$ cat config.mk
export PLATFORM = sky130hd
export DESIGN_NAME = route_track_statistics_top
export DESIGN_NICKNAME = d
export VERILOG_FILES = /design/src/sv/rts_pkg.sv /design/src/sv/rts_dist.sv /design/src/sv/rts_hill.sv /design/src/sv/route_track_statistics_top.sv
export VERILOG_INCLUDE_DIRS = /design/src /design/src/sv
export SDC_FILE = /design/constraint.sdc
export NUM_CORES = 2
export LEC_CHECK = 0
export BUFFER_PORTS_ARGS = -buffer_cell sky130_fd_sc_hd__buf_2
export CORE_AREA = 2 2 398 400
export CTS_BUF_LIST = sky130_fd_sc_hd__clkbuf_4 sky130_fd_sc_hd__clkbuf_8
export DETAILED_ROUTE_END_ITERATION = 10
export DIE_AREA = 0 0 400 402
export PLACE_DENSITY = 0.68
export SKIP_LAST_GASP = 1
export SLEW_MARGIN = 20
export SYNTH_ARGS = -nofsm -noshare
export SYNTH_HDL_FRONTEND = slang
export SYNTH_SLANG_ARGS = --single-unit
$ cat constraint.sdc
create_clock -name clk -period 11 [get_ports clk]
set_clock_uncertainty 0.1 [all_clocks]
set_input_delay 0 -clock clk [delete_from_list [all_inputs] [get_ports clk]]
set_output_delay 0 -clock clk [all_outputs]
set_load 0.02 [all_outputs]
$ cat src/sv/route_track_statistics_top_assert.svh
// Assertion macros for the route track statistics top module.
// The asserting module must have clk and arst_n in scope.
`ifndef ROUTE_TRACK_STATISTICS_TOP_ASSERT_SVH
`define ROUTE_TRACK_STATISTICS_TOP_ASSERT_SVH
`ifndef NO_ASSERTIONS
// Checked only out of reset
`define RTS_ASSERT(lbl, prop) \
	lbl: assert property (@(posedge clk) disable iff (!arst_n) (prop)) \
		else $error("route_track_statistics: assertion failed");
// Checked at every edge, reset included
`define RTS_ASSERT_ALWAYS(lbl, prop) \
	lbl: assert property (@(posedge clk) (prop)) \
		else $error("route_track_statistics: invariant violated");
`else
`define RTS_ASSERT(lbl, prop)
`define RTS_ASSERT_ALWAYS(lbl, prop)
`endif
`endif

$ cat src/sv/rts_pkg.sv
package rts_pkg;

	// Fixed field widths
	localparam int IN_COORD_W = 32;
	localparam int ALT_BITS   = 25;
	localparam int OUT_BITS   = 40;
	localparam int HILL_BITS  = 16;

	// Hilliness: climb * 54067 / length, one extra quotient bit detects overflow
	localparam int FACTOR_BITS = 16;
	localparam logic [FACTOR_BITS-1:0] HILL_FACTOR = 16'd54067;
	localparam int HILL_STEPS = HILL_BITS + 1;

	// Stream layout
	localparam int S_TDATA_W = 128;
	localparam int M_TDATA_W = 152;
	localparam int E_LSB = 0;
	localparam int N_LSB = IN_COORD_W;
	localparam int U_LSB = 2 * IN_COORD_W;
	localparam int A_LSB = 3 * IN_COORD_W;
	localparam int M_PAD = M_TDATA_W - (2 * OUT_BITS + 2 * ALT_BITS + HILL_BITS);

	localparam logic [OUT_BITS-1:0] OUT_MAX = '1;

	// Handshake status of an iterative unit
	typedef struct packed {
		logic busy;
		logic done;
	} rts_unit_sts_t;

endpackage

$ cat src/sv/rts_dist.sv
// Segment length: floor(sqrt(de^2 + dn^2 + du^2)).
// The three squares are summed in one serial accumulator (one multiplier bit per
// cycle, one narrow adder on the upper half), followed by a digit-by-digit square
// root (two radicand bits per cycle).
module rts_dist #(
	parameter int COORD_BITS = 32
) (
	input  logic                        clk,
	input  logic                        arst_n,
	input  logic                        start,
	input  logic [COORD_BITS:0]         mag_e,
	input  logic [COORD_BITS:0]         mag_n,
	input  logic [COORD_BITS:0]         mag_u,
	output logic [COORD_BITS+1:0]       root,
	output rts_pkg::rts_unit_sts_t      sts
);

	localparam int MW    = COORD_BITS + 1;   // delta magnitude
	localparam int HW    = MW + 2;           // upper product half
	localparam int HS_W  = HW + 1;           // upper half before shift
	localparam int SQ_W  = 2 * MW + 2;       // sum of squares
	localparam int NR    = SQ_W / 2;         // root digits
	localparam int RT_W  = NR;
	localparam int REM_W = NR + 2;
	localparam int CNT_W = $clog2(NR + 1);

	typedef enum logic [2:0] {
		U_IDLE = 3'b001,
		U_MUL  = 3'b010,
		U_SQRT = 3'b100
	} ustate_t;

	ustate_t            state_q;
	logic [CNT_W-1:0]   cnt_q;
	logic               done_q;
	logic [MW-1:0]      me_q, mn_q, mu_q;
	logic [MW-1:0]      be_q, bn_q, bu_q;
	logic [HW-1:0]      hi_q;
	logic [MW-1:0]      lo_q;
	logic [SQ_W-1:0]    rad_q;
	logic [REM_W-1:0]   rem_q;
	logic [RT_W-1:0]    root_q;

	logic [HS_W-1:0]    hsum;
	logic [REM_W-1:0]   rem_sh;
	logic [REM_W-1:0]   trial;
	logic               fits;
	logic               mul_last;
	logic               sqrt_last;

	// Partial products of the three squares and one root digit
	always_comb begin
		hsum = HS_W'(hi_q)
			+ (be_q[0] ? HS_W'(me_q) : '0)
			+ (bn_q[0] ? HS_W'(mn_q) : '0)
			+ (bu_q[0] ? HS_W'(mu_q) : '0);
		rem_sh = {rem_q[REM_W-3:0], rad_q[SQ_W-1 -: 2]};
		trial = {root_q, 2'b01};
		fits = rem_sh >= trial;
		mul_last = cnt_q == CNT_W'(MW - 1);
		sqrt_last = cnt_q == CNT_W'(NR - 1);
	end

	// Sequencer
	always_ff @(posedge clk or negedge arst_n) begin
		if (!arst_n) begin
			state_q <= U_IDLE;
			cnt_q <= '0;
			done_q <= 1'b0;
		end else begin
			done_q <= (state_q == U_SQRT) && sqrt_last;
			case (state_q)
				U_IDLE: begin
					cnt_q <= '0;
					if (start) state_q <= U_MUL;
				end
				U_MUL: begin
					if (mul_last) begin
						cnt_q <= '0;
						state_q <= U_SQRT;
					end else begin
						cnt_q <= cnt_q + 1'b1;
					end
				end
				U_SQRT: begin
					if (sqrt_last) begin
						state_q <= U_IDLE;
					end else begin
						cnt_q <= cnt_q + 1'b1;
					end
				end
				default: state_q <= U_IDLE;
			endcase
		end
	end

	// Datapath
	always_ff @(posedge clk) begin
		case (state_q)
			U_IDLE: begin
				me_q <= mag_e;
				mn_q <= mag_n;
				mu_q <= mag_u;
				be_q <= mag_e;
				bn_q <= mag_n;
				bu_q <= mag_u;
				hi_q <= '0;
				lo_q <= '0;
			end
			U_MUL: begin
				hi_q <= hsum[HS_W-1:1];
				lo_q <= {hsum[0], lo_q[MW-1:1]};
				be_q <= be_q >> 1;
				bn_q <= bn_q >> 1;
				bu_q <= bu_q >> 1;
				rad_q <= {hsum[HS_W-1:1], hsum[0], lo_q[MW-1:1]};
				rem_q <= '0;
				root_q <= '0;
			end
			U_SQRT: begin
				rad_q <= rad_q << 2;
				if (fits) begin
					rem_q <= rem_sh - trial;
					root_q <= {root_q[RT_W-2:0], 1'b1};
				end else begin
					rem_q <= rem_sh;
					root_q <= {root_q[RT_W-2:0], 1'b0};
				end
			end
			default: ;
		endcase
	end

	assign root = root_q;
	assign sts.busy = state_q != U_IDLE;
	assign sts.done = done_q;

endmodule

$ cat src/sv/rts_hill.sv
// Hilliness rating: climb * 54067 / length, restoring division one
// quotient bit per cycle, saturated to 16 bits.
module rts_hill #(
	parameter int DIST_BITS = 40
) (
	input  logic                            clk,
	input  logic                            arst_n,
	input  logic                            start,
	input  logic [DIST_BITS-1:0]            climb,
	input  logic [DIST_BITS-1:0]            len,
	output logic [rts_pkg::HILL_BITS-1:0]   hill,
	output rts_pkg::rts_unit_sts_t          sts
);

	localparam int NUM_W = DIST_BITS + rts_pkg::FACTOR_BITS;
	localparam int DIV_W = NUM_W + 1;
	localparam int STEPS = rts_pkg::HILL_STEPS;
	localparam int CNT_W = $clog2(STEPS + 1);

	logic               busy_q;
	logic               done_q;
	logic [CNT_W-1:0]   cnt_q;
	logic [NUM_W-1:0]   num_q;
	logic [DIV_W-1:0]   dvs_q;
	logic [STEPS-1:0]   quo_q;
	logic               fits;

	assign fits = {1'b0, num_q} >= dvs_q;

	// Step counter
	always_ff @(posedge clk or negedge arst_n) begin
		if (!arst_n) begin
			busy_q <= 1'b0;
			done_q <= 1'b0;
			cnt_q <= '0;
		end else begin
			done_q <= busy_q && (cnt_q == CNT_W'(STEPS - 1));
			if (!busy_q) begin
				cnt_q <= '0;
				busy_q <= start;
			end else if (cnt_q == CNT_W'(STEPS - 1)) begin
				busy_q <= 1'b0;
			end else begin
				cnt_q <= cnt_q + 1'b1;
			end
		end
	end

	// Dividend, shifted divisor, quotient; the quotient holds until the next start
	always_ff @(posedge clk) begin
		if (!busy_q) begin
			if (start) begin
				num_q <= NUM_W'(climb) * rts_pkg::HILL_FACTOR;
				dvs_q <= {1'b0, len, {rts_pkg::HILL_BITS{1'b0}}};
				quo_q <= '0;
			end
		end else begin
			if (fits) num_q <= num_q - dvs_q[NUM_W-1:0];
			dvs_q <= dvs_q >> 1;
			quo_q <= {quo_q[STEPS-2:0], fits};
		end
	end

	assign hill = quo_q[STEPS-1] ? '1 : quo_q[rts_pkg::HILL_BITS-1:0];
	assign sts.busy = busy_q;
	assign sts.done = done_q;

endmodule

$ cat src/sv/route_track_statistics_top.sv
// A first point goes from the input request through the update state to the result;
// any other point first waits for the segment length unit, that is for its serial
// squarers and then its square root.
// A last point with a route longer than 1 mm also waits for the hilliness division.
// Throughput: one point at a time; a new point is taken while a result waits.
// Reset: arst_n clears the previous point, totals and extremes to zero.
`include "route_track_statistics_top_assert.svh"

module route_track_statistics_top #(
	parameter int COORD_BITS = 32,
	parameter int DIST_BITS  = 40
) (
	input  logic                            clk,
	input  logic                            arst_n,
	input  logic                            s_tvalid,
	output logic                            s_tready,
	// east[31:0], north[63:32], up[95:64], altitude[120:96], zeros above
	input  logic [rts_pkg::S_TDATA_W-1:0]   s_tdata,
	// first_point
	input  logic                            s_tuser,
	// last_point
	input  logic                            s_tlast,
	output logic                            m_tvalid,
	input  logic                            m_tready,
	// point_dist[39:0], climb_total[79:40], highest_alt[104:80],
	// lowest_alt[129:105], hilliness[145:130], zeros above
	output logic [rts_pkg::M_TDATA_W-1:0]   m_tdata,
	// hilliness_valid
	output logic                            m_tlast
);

	localparam int MW    = COORD_BITS + 1;
	localparam int RT_W  = COORD_BITS + 2;
	localparam int SUM_W = ((DIST_BITS > RT_W) ? DIST_BITS : RT_W) + 1;
	localparam int OW    = (DIST_BITS > rts_pkg::OUT_BITS) ? DIST_BITS : rts_pkg::OUT_BITS;
	localparam logic [DIST_BITS-1:0] DIST_MAX = '1;

	typedef enum logic [4:0] {
		ST_IDLE = 5'b00001,
		ST_DIST = 5'b00010,
		ST_UPD  = 5'b00100,
		ST_HILL = 5'b01000,
		ST_OUT  = 5'b10000
	} st_t;

	st_t                                    state_q;
	logic                                   start_q;
	logic                                   hill_start_q;
	logic                                   m_valid_q;

	// Route state
	logic [COORD_BITS-1:0]                  prev_e_q, prev_n_q, prev_u_q;
	logic [DIST_BITS-1:0]                   len_q, climb_q;
	logic signed [rts_pkg::ALT_BITS-1:0]    alt_high_q, alt_low_q;

	// Current point
	logic [MW-1:0]                          mag_e_q, mag_n_q, mag_u_q;
	logic                                   du_pos_q;
	logic                                   first_q, last_q;
	logic signed [rts_pkg::ALT_BITS-1:0]    alt_q;
	logic                                   hill_use_q;

	// Result register
	logic [rts_pkg::OUT_BITS-1:0]           m_dist_q, m_climb_q;
	logic [rts_pkg::ALT_BITS-1:0]           m_high_q, m_low_q;
	logic [rts_pkg::HILL_BITS-1:0]          m_hill_q;
	logic                                   m_last_q;

	logic                                   accept;
	logic [MW-1:0]                          e_ext, n_ext, u_ext;
	logic [MW-1:0]                          de, dn, du;
	logic [MW-1:0]                          mag_e_d, mag_n_d, mag_u_d;
	logic [RT_W-1:0]                        root;
	logic [SUM_W-1:0]                       len_sum, climb_sum;
	logic [DIST_BITS-1:0]                   len_new, climb_new;
	logic signed [rts_pkg::ALT_BITS-1:0]    high_new, low_new;
	logic                                   hill_go;
	logic [rts_pkg::HILL_BITS-1:0]          hill;
	logic [OW-1:0]                          len_w, climb_w;
	logic                                   out_free;
	rts_pkg::rts_unit_sts_t                 dist_sts, hill_sts;

	assign accept = s_tvalid && s_tready;
	assign s_tready = state_q == ST_IDLE;
	assign out_free = !m_valid_q || m_tready;

	// Deltas against the previous point, sign taken from bit COORD_BITS-1
	always_comb begin
		e_ext = {s_tdata[rts_pkg::E_LSB+COORD_BITS-1], s_tdata[rts_pkg::E_LSB +: COORD_BITS]};
		n_ext = {s_tdata[rts_pkg::N_LSB+COORD_BITS-1], s_tdata[rts_pkg::N_LSB +: COORD_BITS]};
		u_ext = {s_tdata[rts_pkg::U_LSB+COORD_BITS-1], s_tdata[rts_pkg::U_LSB +: COORD_BITS]};
		de = e_ext - {prev_e_q[COORD_BITS-1], prev_e_q};
		dn = n_ext - {prev_n_q[COORD_BITS-1], prev_n_q};
		du = u_ext - {prev_u_q[COORD_BITS-1], prev_u_q};
		mag_e_d = de[MW-1] ? (MW'(0) - de) : de;
		mag_n_d = dn[MW-1] ? (MW'(0) - dn) : dn;
		mag_u_d = du[MW-1] ? (MW'(0) - du) : du;
	end

	// Saturating totals and extremes for this point; a first point restarts them
	always_comb begin
		len_sum = SUM_W'(len_q) + SUM_W'(root);
		climb_sum = SUM_W'(climb_q) + SUM_W'(mag_u_q);
		if (first_q) begin
			len_new = '0;
			climb_new = '0;
			high_new = alt_q;
			low_new = alt_q;
		end else begin
			len_new = (len_sum > SUM_W'(DIST_MAX)) ? DIST_MAX : len_sum[DIST_BITS-1:0];
			if (du_pos_q)
				climb_new = (climb_sum > SUM_W'(DIST_MAX)) ? DIST_MAX
					: climb_sum[DIST_BITS-1:0];
			else
				climb_new = climb_q;
			high_new = (alt_q > alt_high_q) ? alt_q : alt_high_q;
			low_new = (alt_q <= alt_low_q) ? alt_q : alt_low_q;
		end
		hill_go = last_q && (len_new > DIST_BITS'(1));
	end

	// Totals widened for the output clamps
	assign len_w = OW'(len_q);
	assign climb_w = OW'(climb_q);

	// Control and route state
	always_ff @(posedge clk or negedge arst_n) begin
		if (!arst_n) begin
			state_q <= ST_IDLE;
			start_q <= 1'b0;
			hill_start_q <= 1'b0;
			m_valid_q <= 1'b0;
			prev_e_q <= '0;
			prev_n_q <= '0;
			prev_u_q <= '0;
			len_q <= '0;
			climb_q <= '0;
			alt_high_q <= '0;
			alt_low_q <= '0;
		end else begin
			start_q <= (state_q == ST_IDLE) && accept && !s_tuser;
			hill_start_q <= (state_q == ST_UPD) && hill_go;
			// result register: loaded from ST_OUT, emptied when taken
			if (state_q == ST_OUT && out_free)
				m_valid_q <= 1'b1;
			else if (m_tready)
				m_valid_q <= 1'b0;
			case (state_q)
				ST_IDLE: begin
					if (accept) begin
						prev_e_q <= s_tdata[rts_pkg::E_LSB +: COORD_BITS];
						prev_n_q <= s_tdata[rts_pkg::N_LSB +: COORD_BITS];
						prev_u_q <= s_tdata[rts_pkg::U_LSB +: COORD_BITS];
						state_q <= s_tuser ? ST_UPD : ST_DIST;
					end
				end
				ST_DIST: begin
					if (dist_sts.done) state_q <= ST_UPD;
				end
				ST_UPD: begin
					len_q <= len_new;
					climb_q <= climb_new;
					alt_high_q <= high_new;
					alt_low_q <= low_new;
					state_q <= hill_go ? ST_HILL : ST_OUT;
				end
				ST_HILL: begin
					if (hill_sts.done) state_q <= ST_OUT;
				end
				ST_OUT: begin
					if (out_free) state_q <= ST_IDLE;
				end
				default: state_q <= ST_IDLE;
			endcase
		end
	end

	// Point capture and result register
	always_ff @(posedge clk) begin
		if (accept) begin
			mag_e_q <= mag_e_d;
			mag_n_q <= mag_n_d;
			mag_u_q <= mag_u_d;
			du_pos_q <= !du[MW-1] && (du != '0);
			first_q <= s_tuser;
			last_q <= s_tlast;
			alt_q <= s_tdata[rts_pkg::A_LSB +: rts_pkg::ALT_BITS];
		end
		if (state_q == ST_UPD) hill_use_q <= hill_go;
		if (state_q == ST_OUT && out_free) begin
			m_dist_q <= (len_w > OW'(rts_pkg::OUT_MAX)) ? rts_pkg::OUT_MAX
				: len_w[rts_pkg::OUT_BITS-1:0];
			m_climb_q <= (climb_w > OW'(rts_pkg::OUT_MAX)) ? rts_pkg::OUT_MAX
				: climb_w[rts_pkg::OUT_BITS-1:0];
			m_high_q <= alt_high_q;
			m_low_q <= alt_low_q;
			m_hill_q <= hill_use_q ? hill : '0;
			m_last_q <= last_q;
		end
	end

	// Segment length unit
	rts_dist #(
		.COORD_BITS(COORD_BITS)
	) u_dist (
		.clk    (clk),
		.arst_n (arst_n),
		.start  (start_q),
		.mag_e  (mag_e_q),
		.mag_n  (mag_n_q),
		.mag_u  (mag_u_q),
		.root   (root),
		.sts    (dist_sts)
	);

	// Hilliness divider
	rts_hill #(
		.DIST_BITS(DIST_BITS)
	) u_hill (
		.clk    (clk),
		.arst_n (arst_n),
		.start  (hill_start_q),
		.climb  (climb_q),
		.len    (len_q),
		.hill   (hill),
		.sts    (hill_sts)
	);

	assign m_tvalid = m_valid_q;
	assign m_tlast = m_last_q;
	assign m_tdata = {{rts_pkg::M_PAD{1'b0}}, m_hill_q, m_low_q, m_high_q, m_climb_q, m_dist_q};

	// A new request is taken only with both iterative units at rest
	`RTS_ASSERT(a_ready_units_idle, s_tready |-> (!dist_sts.busy && !hill_sts.busy))
	// The length unit reports only while the sequencer waits for it
	`RTS_ASSERT(a_dist_done_state, dist_sts.done |-> (state_q == ST_DIST))
	// The divider is never started on a route of 1 mm or less
	`RTS_ASSERT(a_hill_len, hill_start_q |-> (len_q > DIST_BITS'(1)))
	// Extremes stay ordered
	`RTS_ASSERT_ALWAYS(a_alt_order, alt_high_q >= alt_low_q)

endmodule
==> run metrics <==
status=finished, final reports clean; Placer Congestion=0.909; slew at the pin with the worst max-slew slack=1.11 ns; Crit path required time=11.53 ns; die area=161000 um^2; Primary FF master, synth=edfxtp_1; clk sink count=1056; Mapped Area=70200 um^2; Ys Warns=0; vias in the first global route=50.1k; Top Usage Layer GRT=met2; met3 Use GR=0.0394; via count=50.7k; Final Hold Vio Count=0; RSZ-0062 raised after global routing=no; most frequent cells in the layout=963 x nand2_1, 805 x edfxtp_1, 701 x inv_1; RR Startpoint=climb_q[9]; Worst R2R Setup Slack=3.76 ns; Via density=5.35; Worst slew margin=0.261; cts repair resizes=0; final antenna-violating net count=0; max-slew violations=0; Max Freq=0.138 GHz; grt met1 use=0.292; CP dominant cell by count=fa_1; most common cell after layout, fill and taps aside=nand2_1; FP Rows=146; worst reg-to-reg path cell count=21; EDFF count, synth=805; Yosys reg bits=1056; total negative slack=0 ns; Routed WL=172 mm; Max Cap Viol=0; latest clock arrival within the worst-skew pair=0.98 ns; worst hold endpoint=prev_u_q[0]; register area share after synthesis=0.434; core area=157000 um^2; WHS Path Cells=6; pre-CTS WS=3.84 ns; CTS buffer count=182; largest incremental delay on the critical path=0.67 ns; Worst-path clk slew=0.06 ns; # setup viols final=0; slowest stage cell, crit path=dfrtp_1; largest net degree at the start of global routing=154; grt ovf=0; DRT iter0 DRCs=3339; Nets=8279; Residual DRC=0; share of cells above drive strength 1=0.104; Mapped Cells=6796; initial core utilization=0.447; GRT met2 Usage=0.336; Synth Area per Inst=10.3 um^2; H-tree levels=4; Die W=400 um; CTS tree=yes; worst path arrival time=7.78 ns; setup slack after layout=3.76 ns; hold_sp=s_tvalid; root buf cell=clkbuf_8; Port Buffer Count=275; crit-path cells=ha_1, inv_1, fa_1, fa_1, fa_1, inv_1, fa_1, fa_1, ha_1, nand2_1, nor3_1, and3_1, or3_1, a32oi_1, o21ai_0, a221o_1, a21o_1, o221ai_1, o21ai_0, xnor2_1, mux2i_1; Syn-to-layout area delta=14.1%; ys async rst share=0.238; CP Launch Type=flip-flop; first-pass GRT wire length=271 mm; crit share post-route=0.659; total track usage=0.212; Top Ports=289; Pre-Repair DR Iteration Count=5; kind of critical path=flip-flop to flip-flop; initial antenna violation count=7; die outline height=402 um; Synth cell types=104; CP max FO=7; minimum clock period=7.24 ns; Worst R2R End=u_hill.num_q[54]; endpoint class of the critical path=flip-flop; WL/cell=18.2 um; Longest Clk Path Bufs=3; worst hold path class=primary input to flip-flop; Post-DP HPWL=126 mm
## Yosys cell counts (11+ instances only)
library cell,n,area (um^2)
ha_1,574,7180
o22ai_1,13,81.3
a221o_1,12,120
o21bai_1,41,308
nand3b_1,11,82.6
xnor2_1,220,1930
a31o_2,11,96.3
o21ai_1,18,90.1
nor2_1,361,1360
or2_2,13,81.3
o211ai_1,33,248
o31ai_1,28,210
buf_1,22,82.6
nor3_1,60,300
a21o_1,199,1490
nand4_1,70,438
a211oi_1,49,368
a31oi_1,46,288
a21boi_0,11,82.6
and3_1,44,275
mux2_2,79,890
and2_1,73,457
or3_1,33,206
edfxtp_1,805,24200
inv_1,704,2640
clkbuf_1,261,980
a41oi_1,21,184
mux2i_1,37,370
nand2_1,966,3630
o21a_1,64,480
xor2_1,162,1420
nor2b_1,41,257
dfrtp_1,249,6230
a21oi_1,364,1820
nor4_1,19,119
nand2b_1,48,300
a211o_1,16,140
fa_1,321,6430
nand3_1,93,465
o21ai_0,412,2060
## logic make-up (layout without fill, tap and decap cells)
family	Yosys count	in the layout	share of synthesized area
AND/OR/NAND/NOR	1887	1887	0.120
other	1	13	0.0000535
adder cells (fa/ha/maj)	895	895	0.194
multiplexers	117	117	0.0183
flip-flops	1056	1056	0.434
AO/OA/AOI/OAI	1448	1448	0.130
XOR/XNOR	383	383	0.0479
buffers and inverters	1009	1613	0.0551
## worst max-delay path by stage
stage,slack (ns),startpoint,depth (start not counted),end
final,3.76,climb_q[9],21,u_hill.num_q[54]
after floorplan,3.02,state_q[3],3,m_climb_q[0]
after detailed placement,3.84,climb_q[9],21,u_hill.num_q[54]
after global routing,3.31,climb_q[5],21,u_hill.num_q[35]
after global placement,3.86,climb_q[9],21,u_hill.num_q[54]
after CTS,3.76,climb_q[9],21,u_hill.num_q[54]
## per-layer routing
layer | vias up | part of all wire
met2 | 1300 | 0.46
li1 | 24600 | -
met3 | 293 | 0.054
met4 | 0 | 0.033
met5 | - | 0
met1 | 24600 | 0.46
## registers in the layout, summed over array words and instances (netlist names), 32 cells and up
register	flops
u_hill.num_q	56
u_hill.dvs_q	56
mag_e_q	33
u_dist.root	34
u_dist.bn_q	33
u_dist.mu_q	33
u_dist.lo_q	32
m_climb_q	40
u_dist.hi_q	35
prev_e_q	32
mag_u_q	33
mag_n_q	33
climb_q	40
u_dist.be_q	33
len_q	40
u_dist.rem_q	34
prev_n_q	32
u_dist.bu_q	33
u_dist.me_q	33
u_dist.rad_q	68
prev_u_q	32
m_dist_q	40
u_dist.mn_q	33
## stage by stage
step / hold slack, ns / cells / instance area [um^2] / utilization
after CTS: 0.00999 / 9476 / 80000 / 0.510
final: 0.0932 / 9484 / 80100 / 0.510
after global routing: 0.109 / 9483 / 80100 / 0.510
after detailed placement: -0.0264 / 8880 / 73300 / 0.467
after global placement: -0.0390 / 8880 / 73300 / 0.467
after floorplan: -0.396 / 6801 / 70200 / -
## worst max-delay path, delay by kind of cell, from the launching register on
kind | cells | cell delay, ns
compound gates | 6 | 1.72
flops | 1 | 0.67
simple gates | 4 | 0.88
fa+ha+maj | 7 | 3.12
mux | 1 | 0.09
buf+inv | 2 | 0.17
xor+xnor | 1 | 0.15
## cell type report
cell class                      instances  area [um^2]
Antenna cell                            7         17.5
Clock inverter                         90         1050
Clock buffer                          249         3090
Inverter                              705         2660
Timing Repair Buffer                  569         4260
Fill cell                           14000        77000
Tap cell                             2072         2590
Sequential cell                      1056        30500
Multi-Input combinational cell       4736        36000
## what timing repair did
item / in CTS / in global routing
setup buffers: 0 / 0
hold endpoints to repair: 434 / 0
hold buffers: 257 / 0
Power is left out: the tool's default activity adds up to more than one toggle a clock period on the data nets, which glitch-free logic cannot reach.
